==> config.mk <==
export PLATFORM = sky130hd
export DESIGN_NAME = month_calendar_grid
export DESIGN_NICKNAME = d
export VERILOG_FILES = /design/src/rtl/mcg_pkg.sv /design/src/rtl/mcg_front.sv /design/src/rtl/mcg_queue.sv /design/src/rtl/mcg_back.sv /design/src/rtl/month_calendar_grid.sv
export SDC_FILE = /design/constraint.sdc
export NUM_CORES = 1
export LEC_CHECK = 0
export BUFFER_PORTS_ARGS = -buffer_cell sky130_fd_sc_hd__clkbuf_2
export CORE_ASPECT_RATIO = 1.2
export CORE_MARGIN = 3
export CORE_UTILIZATION = 55
export CTS_CLUSTER_DIAMETER = 80
export DETAILED_ROUTE_END_ITERATION = 10
export PLACE_DENSITY_LB_ADDON = 0.15
export SYNTH_ARGS = -nofsm -noshare
export SYNTH_HDL_FRONTEND = slang
export SYNTH_SLANG_ARGS = --single-unit
==> constraint.sdc <==
create_clock -name clk_i -period 7.1 [get_ports clk_i]
set_input_delay 2.13 -clock clk_i [delete_from_list [all_inputs] [get_ports clk_i]]
set_output_delay 2.13 -clock clk_i [all_outputs]
set_load 0.02 [all_outputs]
==> src/rtl/mcg_pkg.sv <==
// Shared types, constants and helper functions for the month calendar grid.
`timescale 1ns / 1ps

package mcg_pkg;

  localparam int unsigned YearW     = 14;
  localparam int unsigned MonthW    = 4;
  localparam int unsigned DayW      = 5;
  localparam int unsigned CellW     = 6;
  localparam int unsigned GridCells = 42;
  localparam int unsigned LastCell  = GridCells - 1;

  // Descriptor queue between the front and the back.
  localparam int unsigned QDepth = 4;
  localparam int unsigned QAddrW = 2;
  localparam int unsigned QCntW  = 3;

  // Number of front pipeline stages holding an item before it enters the queue.
  localparam int unsigned FrontStages = 4;

  // Reciprocals used for constant division: floor(x * R >> S) == floor(x / D)
  // over the value ranges seen here.
  localparam int unsigned Recip100  = 5243;
  localparam int unsigned Shift100  = 19;
  localparam int unsigned Recip7    = 2341;
  localparam int unsigned Shift7    = 14;

  typedef enum logic [1:0] {
    PrevMonth = 2'd0,
    ThisMonth = 2'd1,
    NextMonth = 2'd2
  } mcg_which_e;

  typedef struct packed {
    logic [YearW-1:0]  year;
    logic [MonthW-1:0] month;
    logic [YearW-1:0]  today_year;
    logic [MonthW-1:0] today_month;
    logic [DayW-1:0]   today_day;
  } mcg_in_t;

  typedef struct packed {
    logic [CellW-1:0] cell_index;
    logic [DayW-1:0]  day_number;
    mcg_which_e       cell_month;
    logic             is_today;
    logic             last_cell;
  } mcg_out_t;

  // Everything the back needs to lay out one month.
  typedef struct packed {
    logic [2:0]      start_col;
    logic [DayW-1:0] dim;
    logic [DayW-1:0] dim_prev;
    logic            month_match;
    logic [DayW-1:0] today_day;
  } mcg_desc_t;

  function automatic logic [DayW-1:0] month_days(input logic [MonthW-1:0] m,
                                                 input logic leap);
    logic [DayW-1:0] d;
    case (m)
      4'd2:                    d = leap ? 5'd29 : 5'd28;
      4'd4, 4'd6, 4'd9, 4'd11: d = 5'd30;
      default:                 d = 5'd31;
    endcase
    return d;
  endfunction

  // Month term of Zeller's congruence, 1 + (13 * (mm + 1)) / 5, with January
  // and February counted as months 13 and 14 of the year before.
  function automatic logic [5:0] zeller_month_term(input logic [MonthW-1:0] m);
    logic [5:0] t;
    case (m)
      4'd1:    t = 6'd37;
      4'd2:    t = 6'd40;
      4'd3:    t = 6'd11;
      4'd4:    t = 6'd14;
      4'd5:    t = 6'd16;
      4'd6:    t = 6'd19;
      4'd7:    t = 6'd21;
      4'd8:    t = 6'd24;
      4'd9:    t = 6'd27;
      4'd10:   t = 6'd29;
      4'd11:   t = 6'd32;
      default: t = 6'd34;
    endcase
    return t;
  endfunction

endpackage

==> src/rtl/mcg_front.sv <==
// Front pipeline: takes requests and reduces each to a month layout descriptor.
`timescale 1ns / 1ps

module mcg_front (
  input  logic                       clk_i,
  input  logic                       rst_ni,
  input  logic                       in_valid_i,
  output logic                       in_stall_o,
  input  mcg_pkg::mcg_in_t           in_i,
  input  logic [mcg_pkg::QCntW-1:0]  q_count_i,
  output logic                       push_o,
  output mcg_pkg::mcg_desc_t         desc_o
);

  logic accept;

  // Stage 1: effective year and month.
  logic                             s1_valid_q;
  logic [mcg_pkg::YearW-1:0]        s1_year_q;
  logic [mcg_pkg::MonthW-1:0]       s1_month_q;
  logic [mcg_pkg::YearW:0]          s1_zyear_q;
  logic                             s1_match_q;
  logic [mcg_pkg::DayW-1:0]         s1_td_q;

  // Stage 2: quotients by one hundred.
  logic                             s2_valid_q;
  logic [mcg_pkg::YearW-1:0]        s2_year_q;
  logic [mcg_pkg::MonthW-1:0]       s2_month_q;
  logic [mcg_pkg::YearW:0]          s2_zyear_q;
  logic [7:0]                       s2_zq_q;
  logic [7:0]                       s2_lq_q;
  logic                             s2_match_q;
  logic [mcg_pkg::DayW-1:0]         s2_td_q;

  // Stage 3: Zeller sum and month lengths.
  logic                             s3_valid_q;
  logic [10:0]                      s3_sum_q;
  logic [mcg_pkg::DayW-1:0]         s3_dim_q;
  logic [mcg_pkg::DayW-1:0]         s3_dim_prev_q;
  logic                             s3_match_q;
  logic [mcg_pkg::DayW-1:0]         s3_td_q;

  // Stage 4: quotient by seven.
  logic                             s4_valid_q;
  logic [10:0]                      s4_sum_q;
  logic [7:0]                       s4_q7_q;
  logic [mcg_pkg::DayW-1:0]         s4_dim_q;
  logic [mcg_pkg::DayW-1:0]         s4_dim_prev_q;
  logic                             s4_match_q;
  logic [mcg_pkg::DayW-1:0]         s4_td_q;

  // Stage 1 inputs.
  logic                             unset;
  logic [mcg_pkg::YearW-1:0]        eff_year;
  logic [mcg_pkg::MonthW-1:0]       raw_month;
  logic [mcg_pkg::MonthW-1:0]       eff_month;
  logic                             early;
  logic [mcg_pkg::YearW:0]          zyear;

  // Stage 2 inputs.
  logic [27:0]                      zprod;
  logic [27:0]                      lprod;

  // Stage 3 inputs.
  logic [6:0]                       zrem;
  logic [6:0]                       lrem;
  logic                             leap;
  logic [mcg_pkg::MonthW-1:0]       prev_month;
  logic [10:0]                      sum;

  // Stage 4 outputs.
  logic [22:0]                      q7prod;
  logic [2:0]                       h;

  logic [3:0]                       inflight;

  // Each stage in flight and each queued descriptor holds one queue slot.
  assign inflight = 4'(s1_valid_q) + 4'(s2_valid_q) + 4'(s3_valid_q) + 4'(s4_valid_q);
  assign in_stall_o = ({1'b0, q_count_i} + inflight) >= 4'(mcg_pkg::QDepth);
  assign accept = in_valid_i && !in_stall_o;

  always_comb begin
    unset     = (in_i.year == '0) || (in_i.month == '0);
    eff_year  = unset ? in_i.today_year : in_i.year;
    raw_month = unset ? in_i.today_month : in_i.month;
    if (raw_month == 4'd0) begin
      eff_month = 4'd1;
    end else if (raw_month > 4'd12) begin
      eff_month = 4'd12;
    end else begin
      eff_month = raw_month;
    end
    early = eff_month < 4'd3;
    zyear = {1'b0, eff_year} + 15'd400 - {14'b0, early};
  end

  assign zprod = {13'b0, s1_zyear_q} * 28'(mcg_pkg::Recip100);
  assign lprod = {14'b0, s1_year_q} * 28'(mcg_pkg::Recip100);

  always_comb begin
    zrem = 7'(s2_zyear_q - 15'({7'b0, s2_zq_q} * 15'd100));
    lrem = 7'(s2_year_q - 14'({6'b0, s2_lq_q} * 14'd100));
    leap = ((s2_year_q[1:0] == 2'b00) && (lrem != 7'd0)) ||
           ((lrem == 7'd0) && (s2_lq_q[1:0] == 2'b00));
    prev_month = (s2_month_q == 4'd1) ? 4'd12 : s2_month_q - 4'd1;
    sum = {5'b0, mcg_pkg::zeller_month_term(s2_month_q)}
        + {4'b0, zrem} + {6'b0, zrem[6:2]}
        + {5'b0, s2_zq_q[7:2]} + 11'({3'b0, s2_zq_q} * 11'd5);
  end

  assign q7prod = {12'b0, s3_sum_q} * 23'(mcg_pkg::Recip7);

  // Zeller gives 0 for Saturday; shift so that Monday is column 0.
  assign h = 3'(s4_sum_q - 11'({3'b0, s4_q7_q} * 11'd7));

  always_comb begin
    desc_o.start_col   = (h >= 3'd2) ? h - 3'd2 : h + 3'd5;
    desc_o.dim         = s4_dim_q;
    desc_o.dim_prev    = s4_dim_prev_q;
    desc_o.month_match = s4_match_q;
    desc_o.today_day   = s4_td_q;
  end

  assign push_o = s4_valid_q;

  always_ff @(posedge clk_i or negedge rst_ni) begin
    if (!rst_ni) begin
      s1_valid_q <= 1'b0;
      s2_valid_q <= 1'b0;
      s3_valid_q <= 1'b0;
      s4_valid_q <= 1'b0;
    end else begin
      s1_valid_q <= accept;
      s2_valid_q <= s1_valid_q;
      s3_valid_q <= s2_valid_q;
      s4_valid_q <= s3_valid_q;
    end
  end

  always_ff @(posedge clk_i) begin
    s1_year_q  <= eff_year;
    s1_month_q <= eff_month;
    s1_zyear_q <= zyear;
    s1_match_q <= (eff_year == in_i.today_year) && (eff_month == in_i.today_month);
    s1_td_q    <= in_i.today_day;

    s2_year_q  <= s1_year_q;
    s2_month_q <= s1_month_q;
    s2_zyear_q <= s1_zyear_q;
    s2_zq_q    <= 8'(zprod >> mcg_pkg::Shift100);
    s2_lq_q    <= 8'(lprod >> mcg_pkg::Shift100);
    s2_match_q <= s1_match_q;
    s2_td_q    <= s1_td_q;

    s3_sum_q      <= sum;
    s3_dim_q      <= mcg_pkg::month_days(s2_month_q, leap);
    s3_dim_prev_q <= mcg_pkg::month_days(prev_month, leap);
    s3_match_q    <= s2_match_q;
    s3_td_q       <= s2_td_q;

    s4_sum_q      <= s3_sum_q;
    s4_q7_q       <= 8'(q7prod >> mcg_pkg::Shift7);
    s4_dim_q      <= s3_dim_q;
    s4_dim_prev_q <= s3_dim_prev_q;
    s4_match_q    <= s3_match_q;
    s4_td_q       <= s3_td_q;
  end

endmodule

==> src/rtl/mcg_queue.sv <==
// Short descriptor queue between the front pipeline and the cell sequencer.
`timescale 1ns / 1ps

module mcg_queue (
  input  logic                       clk_i,
  input  logic                       rst_ni,
  input  logic                       push_i,
  input  mcg_pkg::mcg_desc_t         push_desc_i,
  input  logic                       pop_i,
  output mcg_pkg::mcg_desc_t         head_desc_o,
  output logic [mcg_pkg::QCntW-1:0]  count_o
);

  mcg_pkg::mcg_desc_t              slot_q [mcg_pkg::QDepth];
  logic [mcg_pkg::QAddrW-1:0]      wr_ptr_q, wr_ptr_d;
  logic [mcg_pkg::QAddrW-1:0]      rd_ptr_q, rd_ptr_d;
  logic [mcg_pkg::QCntW-1:0]       count_q, count_d;

  assign head_desc_o = slot_q[rd_ptr_q];
  assign count_o     = count_q;

  always_comb begin
    wr_ptr_d = push_i ? wr_ptr_q + 1'b1 : wr_ptr_q;
    rd_ptr_d = pop_i ? rd_ptr_q + 1'b1 : rd_ptr_q;
    count_d  = count_q + mcg_pkg::QCntW'(push_i) - mcg_pkg::QCntW'(pop_i);
  end

  always_ff @(posedge clk_i or negedge rst_ni) begin
    if (!rst_ni) begin
      wr_ptr_q <= '0;
      rd_ptr_q <= '0;
      count_q  <= '0;
    end else begin
      wr_ptr_q <= wr_ptr_d;
      rd_ptr_q <= rd_ptr_d;
      count_q  <= count_d;
    end
  end

  always_ff @(posedge clk_i) begin
    if (push_i) begin
      slot_q[wr_ptr_q] <= push_desc_i;
    end
  end

endmodule

==> src/rtl/mcg_back.sv <==
// Cell sequencer: walks the 42 grid cells of one descriptor into the output register.
`timescale 1ns / 1ps

module mcg_back (
  input  logic                       clk_i,
  input  logic                       rst_ni,
  input  logic [mcg_pkg::QCntW-1:0]  q_count_i,
  input  mcg_pkg::mcg_desc_t         head_desc_i,
  output logic                       pop_o,
  output logic                       out_valid_o,
  input  logic                       out_stall_i,
  output mcg_pkg::mcg_out_t          out_o
);

  logic                          active_q, active_d;
  logic [mcg_pkg::CellW-1:0]     cell_q, cell_d;
  mcg_pkg::mcg_desc_t            desc_q;
  logic                          out_valid_q, out_valid_d;
  mcg_pkg::mcg_out_t             out_q;
  mcg_pkg::mcg_out_t             cell_res;

  logic                          adv;
  logic                          fin;
  logic                          load;
  logic                          lead;
  logic [mcg_pkg::CellW-1:0]     start_ext;
  logic [mcg_pkg::CellW-1:0]     day_cur;
  logic [mcg_pkg::CellW-1:0]     day_lead;
  logic [mcg_pkg::CellW-1:0]     day_next;

  assign adv  = active_q && (!out_valid_q || !out_stall_i);
  assign fin  = adv && (cell_q == mcg_pkg::CellW'(mcg_pkg::LastCell));
  assign load = (!active_q || fin) && (q_count_i != '0);
  assign pop_o = load;

  always_comb begin
    start_ext = {3'b0, desc_q.start_col};
    lead      = cell_q < start_ext;
    day_cur   = cell_q - start_ext + 6'd1;
    day_lead  = {1'b0, desc_q.dim_prev} + 6'd1 + cell_q - start_ext;
    day_next  = day_cur - {1'b0, desc_q.dim};

    cell_res.cell_index = cell_q;
    cell_res.last_cell  = cell_q == mcg_pkg::CellW'(mcg_pkg::LastCell);
    cell_res.is_today   = 1'b0;
    if (lead) begin
      cell_res.day_number = day_lead[4:0];
      cell_res.cell_month = mcg_pkg::PrevMonth;
    end else if (day_cur <= {1'b0, desc_q.dim}) begin
      cell_res.day_number = day_cur[4:0];
      cell_res.cell_month = mcg_pkg::ThisMonth;
      cell_res.is_today   = desc_q.month_match && (day_cur[4:0] == desc_q.today_day);
    end else begin
      cell_res.day_number = day_next[4:0];
      cell_res.cell_month = mcg_pkg::NextMonth;
    end
  end

  always_comb begin
    active_d = active_q;
    cell_d   = cell_q;
    if (load) begin
      active_d = 1'b1;
      cell_d   = '0;
    end else if (fin) begin
      active_d = 1'b0;
    end else if (adv) begin
      cell_d = cell_q + 6'd1;
    end

    out_valid_d = out_valid_q;
    if (adv) begin
      out_valid_d = 1'b1;
    end else if (!out_stall_i) begin
      out_valid_d = 1'b0;
    end
  end

  always_ff @(posedge clk_i or negedge rst_ni) begin
    if (!rst_ni) begin
      active_q    <= 1'b0;
      cell_q      <= '0;
      out_valid_q <= 1'b0;
    end else begin
      active_q    <= active_d;
      cell_q      <= cell_d;
      out_valid_q <= out_valid_d;
    end
  end

  always_ff @(posedge clk_i) begin
    if (load) begin
      desc_q <= head_desc_i;
    end
    if (adv) begin
      out_q <= cell_res;
    end
  end

  assign out_valid_o = out_valid_q;
  assign out_o       = out_q;

endmodule

==> src/rtl/month_calendar_grid.sv <==
// Top level of the month calendar grid: front pipeline, descriptor queue and cell sequencer.
`timescale 1ns / 1ps
// A request passes the four front stages and the queue before its first cell is registered out.
// Throughput: one cell per cycle while the output is not stalled, set by the cell sequencer.
// Items are taken while earlier ones are laid out: up to four wait beside the one in the back.
// Reset clears all valid flags, pointers and counters at once; there is no clearing pass.

module month_calendar_grid (
  input  logic               clk_i,
  input  logic               rst_ni,
  input  logic               in_valid_i,
  output logic               in_stall_o,
  input  mcg_pkg::mcg_in_t   in_i,
  output logic               out_valid_o,
  input  logic               out_stall_i,
  output mcg_pkg::mcg_out_t  out_o
);

  // The front works the request down to a small descriptor: the Monday-first
  // column of the first day (Zeller's congruence, with divisions by one
  // hundred and seven done as reciprocal multiplications over two stages),
  // the lengths of this and the previous month under the Gregorian leap
  // rule, and whether the displayed month is today's month.
  logic                          push;
  mcg_pkg::mcg_desc_t            push_desc;
  logic                          pop;
  mcg_pkg::mcg_desc_t            head_desc;
  logic [mcg_pkg::QCntW-1:0]     q_count;

  mcg_front u_front (
    .clk_i      (clk_i),
    .rst_ni     (rst_ni),
    .in_valid_i (in_valid_i),
    .in_stall_o (in_stall_o),
    .in_i       (in_i),
    .q_count_i  (q_count),
    .push_o     (push),
    .desc_o     (push_desc)
  );

  // The queue holds descriptors that wait for the sequencer. The front only
  // takes a request when a slot is reserved for it, so pushes never overflow.
  mcg_queue u_queue (
    .clk_i       (clk_i),
    .rst_ni      (rst_ni),
    .push_i      (push),
    .push_desc_i (push_desc),
    .pop_i       (pop),
    .head_desc_o (head_desc),
    .count_o     (q_count)
  );

  // The back steps a cell counter from 0 to 41 and derives each cell from
  // the descriptor. It loads the next descriptor on the same edge as it
  // issues the last cell, so consecutive grids follow without a gap.
  mcg_back u_back (
    .clk_i       (clk_i),
    .rst_ni      (rst_ni),
    .q_count_i   (q_count),
    .head_desc_i (head_desc),
    .pop_o       (pop),
    .out_valid_o (out_valid_o),
    .out_stall_i (out_stall_i),
    .out_o       (out_o)
  );

  // A descriptor is never pushed into a full queue unless one leaves.
  assert property (@(posedge clk_i) disable iff (!rst_ni)
    push |-> (q_count != mcg_pkg::QCntW'(mcg_pkg::QDepth)) || pop)
    else $error("descriptor queue overflow");

  // The sequencer only pops when a descriptor is waiting.
  assert property (@(posedge clk_i) disable iff (!rst_ni)
    pop |-> (q_count != '0))
    else $error("descriptor queue underflow");

  // Today can only be marked on a cell of the displayed month.
  assert property (@(posedge clk_i) disable iff (!rst_ni)
    (out_valid_o && out_o.is_today) |-> (out_o.cell_month == mcg_pkg::ThisMonth))
    else $error("today marked outside the displayed month");

  // After the last cell of a grid is taken, the next cell issued starts a new grid.
  assert property (@(posedge clk_i) disable iff (!rst_ni)
    (out_valid_o && !out_stall_i && out_o.last_cell) |=>
      (!out_valid_o || (out_o.cell_index == '0)))
    else $error("grid did not restart at cell zero");

endmodule

# Yosys cells after proc, flatten, opt, wreduce, memory -nomap -nowiden
# Memory sizes are Yosys's and may differ from the RTL's. A register that Yosys moved wholly into a read port is not among the register bits.
# Index checks and enable logic that the tools add are counted.
# W data, S select, Z words.
[word_totals] reg_bits=167 romBits=96 ram_bits=76 word_cells=148 mem_count=2 input_bits=45 output_inout_bits=17
[op_classes] n_eq_ne=17 add_sub_neg=27 multipliers=7 order_cmp=6 reduce_logical=30 mux=20 n_bitwise=1
[mem_list] name="(name not given)" words=16 word_bits=6 rd=1 rd_clocked_by_memory_dff=1 write_ports=0 line="mcg_pkg.sv:74" text="case (m)"
[mem_list] name="u_queue.slot_q" words=4 word_bits=19 rd=1 rd_clocked_by_memory_dff=1 write_ports=1 line="mcg_queue.sv:14" text="mcg_pkg::mcg_desc_t slot_q [mcg_pkg::QDepth];"
[op_table] operator="$mul A14 B13 Y27 const B" n=1
[op_table] operator="$mul A15 B13 Y27 const B" n=1
[op_table] operator="$mul A11 B12 Y22 const B" n=1
[op_table] operator="$pmux W5 S2" n=2
[op_table] operator="$mux W6" n=3
[op_table] operator="$eq A4 B3 Y1 const B" n=4
[op_table] operator="$eq A4 B4 Y1 const B" n=4
[op_table] operator="$mul A8 B5 Y5 const B" n=2
[op_table] operator="$mux W4" n=4
[op_table] operator="$add A14 B9 Y15 const B" n=1
[op_table] operator="$sub A15 B1 Y15" n=1
[op_table] operator="$eq A14 B14 Y1" n=1
[op_table] operator="$logic_not A14 Y1" n=1
[op_table] operator="$mux W14" n=1
[op_table] operator="$mux W7" n=2
[op_table] operator="$sub A7 B7 Y7" n=2
[op_table] operator="$add A6 B1 Y6 const B" n=2
[op_table] operator="$add A11 B11 Y11" n=1
[op_table] operator="$add A11 B5 Y11" n=1
[op_table] operator="$add A11 B6 Y11" n=1
[op_table] operator="$mul A8 B3 Y11 const B" n=1
[op_table] operator="$add A4 B1 Y4" n=2
[op_table] operator="$add A6 B7 Y8" n=1
[op_table] operator="$eq A4 B2 Y1 const B" n=2
[op_table] operator="42 further kinds" n=66

# Logic depth before layout (Yosys ltp)
[logic_depth] word_depth=8 depth_mapped=21 ltp_nobuf=21

# Modules after synthesis
# A second synthesis with hierarchy kept.
[hier_totals] hier_cells=1584 area_unflattened_um2=18607.8
[by_module_without_submodules] module="mcg_front" instances=1 area_per_inst_um2=13136.3 cells_each=1264
[by_module_without_submodules] module="mcg_queue" instances=1 area_per_inst_um2=3120.5 cells_each=131
[by_module_without_submodules] module="mcg_back" instances=1 area_per_inst_um2=2351.0 cells_each=189

# Worst setup path before layout
# Ideal clock, no wire load.
[synth_timing] path_type="input -> register" startpoint="input in_i[25] in the netlist's numbering" endpoint="register u_front.s1_zyear_q[14] in the netlist's numbering" t_arrival_ns=5.190 path_buffers=1 stages=15 setup_ns=0.062 slack_ns=1.848 required_time_ns=7.038 cell_sequence="or4_1 > clkbuf_1 > nand2_2 > mux2_2 > a21oi_1 > ha_1 > inv_1 > ha_1 > a21oi_1 > a2bb2oi_1 > o311ai_1 > a31oi_1 > a31oi_1 > or4_1 > nand3_1"
[synth_between] elab_chain_cells=8
[synth_rtl] item="from (decl)" line="month_calendar_grid.sv:13" text="input mcg_pkg::mcg_in_t in_i,"
[synth_rtl] item="$logic_not A4 Y1" line="mcg_front.sv:83" text="unset = (in_i.year == '0) || (in_i.month == '0);"
[synth_rtl] item="$logic_or A1 B1 Y1" line="mcg_front.sv:83"
[synth_rtl] item="$mux W4" line="mcg_front.sv:85" text="raw_month = unset ? in_i.today_month : in_i.month;"
[synth_rtl] item="$gt A4 B4 Y1" line="mcg_front.sv:88" text="end else if (raw_month > 4'd12) begin"
[synth_rtl] item="$mux W4" line="mcg_front.sv:88"
[synth_rtl] item="$mux W4" line="mcg_front.sv:86" text="if (raw_month == 4'd0) begin"
[synth_rtl] item="$lt A4 B2 Y1" line="mcg_front.sv:93" text="early = eff_month < 4'd3;"
[synth_rtl] item="$sub A15 B1 Y15 *" line="mcg_front.sv:94" text="zyear = {1'b0, eff_year} + 15'd400 - {14'b0, early};"
[synth_rtl] item="named net u_front.zyear (one bit)" line="mcg_front.sv:58" text="logic [mcg_pkg::YearW:0] zyear;"
[synth_rtl] item="to (signal assigned)" line="mcg_front.sv:143" text="s1_zyear_q <= zyear;"
[synth_rtl] item="to (decl)" line="mcg_front.sv:21" text="logic [mcg_pkg::YearW:0] s1_zyear_q;"
# Mark *: on every way through the listed nets, which the timed path passes. The rest lies on a longest branch.
# A chain may end at the register's enable or synchronous reset.

# Final worst setup path
[layout_timing] startpoint="input in_i[40] in the netlist's numbering" endpoint="register u_front.s1_zyear_q[14] in the netlist's numbering"
[layout_between] elab_chain_cells=8
[layout_rtl] item="$logic_not A14 Y1" line="mcg_front.sv:83"
[layout_rtl] item="$logic_or A1 B1 Y1" line="mcg_front.sv:83"
[layout_rtl] item="$mux W4" line="mcg_front.sv:85"
[layout_rtl] item="$gt A4 B4 Y1" line="mcg_front.sv:88"
[layout_rtl] item="$mux W4" line="mcg_front.sv:88"
[layout_rtl] item="$mux W4" line="mcg_front.sv:86"
[layout_rtl] item="$lt A4 B2 Y1" line="mcg_front.sv:93"
[layout_rtl] item="$sub A15 B1 Y15 *" line="mcg_front.sv:94"
[layout_rtl] item="named net u_front.zyear (one bit)" line="mcg_front.sv:58"
# Marks and branches as above.

==> results.cfg <==
[status]
status = completed

[grt]
met3_usage_pct = 2.48
antenna_found_initial = 0
grt_max_degree = 23
grt_overflow = 0
grtUsageMet2_pct = 35.2
use_met1_pct = 23.8
busiest_layer = met2
track_usage_pct = 19.2
grt_pass1_vias = 11479
grt_pass1_wl_um = 54000

[placed_design]
dp_hpwl_um = 25500
globalplace.congestion = 0.934
port_buffers = 61

[route]
routedWlPerCell_um = 14.9
viasPerCell = 5.12
drt_pre_antenna_iters = 5
drt_iter0_markers = 354
wl_um = 30400
vias = 10480
drc_errors = 0
antenna_left = 0

[die]
start_util_pct = 56.6
rows = 70
pin_count = 62
die_x_um = 169
dieArea_sq_um = 34000
core_sq_um = 30900
dieHeight_um = 201

[worst_setup_path]
cp-start-kind = input pin
endpoint = u_front.s1_zyear_q[14]
end_kind = flip-flop
startpoint = in_i[40]
reg2regPathDepth = 17
cp_max_fo = 9
arrival_ns = 5.90
r2r_end = u_front.s2_zq_q[7]
crit_required_ns = 7.58
path_class = input pin to flip-flop
regToRegStartpoint = u_front.s1_zyear_q[6]
r2r_slack_ns = 1.80

[yosys]
synthTopCellsByArea = ha_1 23%, fa_1 20%, edfxtp_1 14%
syn_nets = 2088
synth_enable_flop_cells = 80
avgSynthCellArea_sq_um = 11.3
ys_ff_latch = 218
ys_warn_count = 0
synth_commonest_cells = 374 x inv_1, 322 x ha_1, 172 x fa_1, 119 x dfxtp_1, 80 x edfxtp_1
yosysSeqAreaShare_pct = 30.1
synth-async-reset-ratio_pct = 8.72
synth.most_common_cell = inv_1
yosys_most_used_dff = dfxtp_1
netlist_area_sq_um = 17500
synth_top_area_cell = ha_1
syn_inst = 1549
synth_cell_types = 69
synth.top_cell.area_share_pct = 23.0

[finish]
synthToLayoutAreaGrowth_pct = 9.11
antenna_cells = 0
layout.nets = 2170
drive_gt1_share_pct = 8.19

[sta]
setup_viol = 0
worstMarginPinSlew_ns = 0.907
setup_tns_ns = 0
slew_headroom_pct = 39.6
hold_viol = 0
drv_slew = 0
period_needed_ns = 5.43
skew_ns = 0.0203
rsz0062_at_grt = false
post-route-period-util_pct = 76.4
max_freq_mhz = 184

[cts]
cts_tree = done
post_cts_buffers = 0
cts_buffers = 24
cts_buffer_depth = 3
clock-sinks = 218
holdBufCountCts = 0
postCtsResizedCells = 0
htree_levels = 1
clk_pin_slew_ns = 0.06
cts-root-buf = clkbuf_16
clock_latency_ns = 0.54

[min_path]
hold-path-cell-count = 0
timing.hold.worst.class = flip-flop to flip-flop

[job]
cap_violations = 0
flip-flops by register name, indices dropped and copies added, names as in the netlist, 6 cells and up, named ones only:
register / cells
u_back.cell_q: 6
u_back.desc_q: 13
u_back.out_o: 15
u_front.s1_year_q: 14
u_front.s1_zyear_q: 15
u_front.s2_year_q: 7
u_front.s2_zq_q: 8
u_front.s2_zyear_q: 7
u_front.s3_sum_q: 11
u_queue.slot_q: 52
area by class of cell:
type / instances / area (sq um)
multi-input combinational: 949 / 10800
inverter: 375 / 1410
sequential: 218 / 5260
timing repair buffer: 63 / 320
clock buffer: 34 / 711
fill: 2578 / 11800
clock inverter: 10 / 92.6
tap: 396 / 495
cells by family (layout without fill, tap and decap cells):
kind of cell,count (synthesis),count (layout),share of synthesized area [%]
AO/OA/AOI/OAI,155,155,5.74
XOR/XNOR,106,106,5.43
adder cells (fa/ha/maj),494,494,42.7
buffers and inverters,382,482,8.22
flip-flops,218,218,30.1
multiplexers,32,32,2.86
AND/OR/NAND/NOR,162,162,4.93
worst min-delay path by stage:
stage,slack (ns),endpoint,start
after floorplan,0.31,u_front.s2_match_q,u_front.s1_match_q
after global placement,0.31,u_front.s2_td_q[2],u_front.s1_td_q[2]
after detailed placement,0.31,u_front.s2_td_q[0],u_front.s1_td_q[0]
after CTS,0.33,u_front.s3_td_q[0],u_front.s2_td_q[0]
after global routing,0.34,u_front.s4_td_q[2],u_front.s3_td_q[2]
final,0.32,u_front.s4_td_q[1],u_front.s3_td_q[1]
routing by layer:
layer / vias to the layer above / part of all wire, %
met5: - / 0
met2: 131 / 52
met4: 0 / 2.2
met1: 5079 / 43
met3: 46 / 3.2
li1: 5224 / -
metrics by stage:
stage          std cells  hold WS (ns)  setup WS, ns  utilization (%)  instance area, sq um
2_1_floorplan       1549         0.310          1.85                -                 17500
3_3_place_gp        2001         0.310          1.22             59.1                 18300
3_5_place_dp        2001         0.312          1.16             59.1                 18300
4_1_cts             2045         0.326          1.73             61.7                 19100
5_1_grt             2045         0.335          1.44             61.7                 19100
6_report            2045         0.323          1.67             61.7                 19100
cells in the final DEF (no fill, tap or decap), types with 10 or more instances in the layout:
cell type / synthesis / final
nor2_1: 35 / 35
fa_1: 172 / 172
nand2_1: 35 / 35
clkbuf_16: 0 / 26
nand2b_1: 10 / 10
mux4_2: 13 / 13
mux2i_1: 12 / 12
inv_1: 374 / 374
ha_1: 322 / 322
nand3_1: 10 / 10
dfrtp_1: 19 / 19
xor2_1: 35 / 35
a21oi_1: 48 / 47
dfxtp_1: 119 / 119
xnor2_1: 69 / 69
nand4_1: 14 / 14
clkbuf_2: 0 / 61
a21o_1: 22 / 22
edfxtp_1: 80 / 80
o21ai_0: 28 / 28
critical path: stages:
cell	delay, ns
clkbuf_2	0.11
nor4_2	0.30
nand4_1	0.37
nand2_2	0.33
mux2_2	0.39
a21oi_1	0.13
ha_1	0.15
inv_1	0.04
ha_1	0.18
a21oi_1	0.24
a2bb2oi_1	0.29
o311ai_1	0.19
a31oi_1	0.35
a31oi_1	0.19
or4_1	0.42
nand3_1	0.07
Power is not shown: default switching activity piles up to over one toggle a cycle in this logic, so the estimate is an artifact.
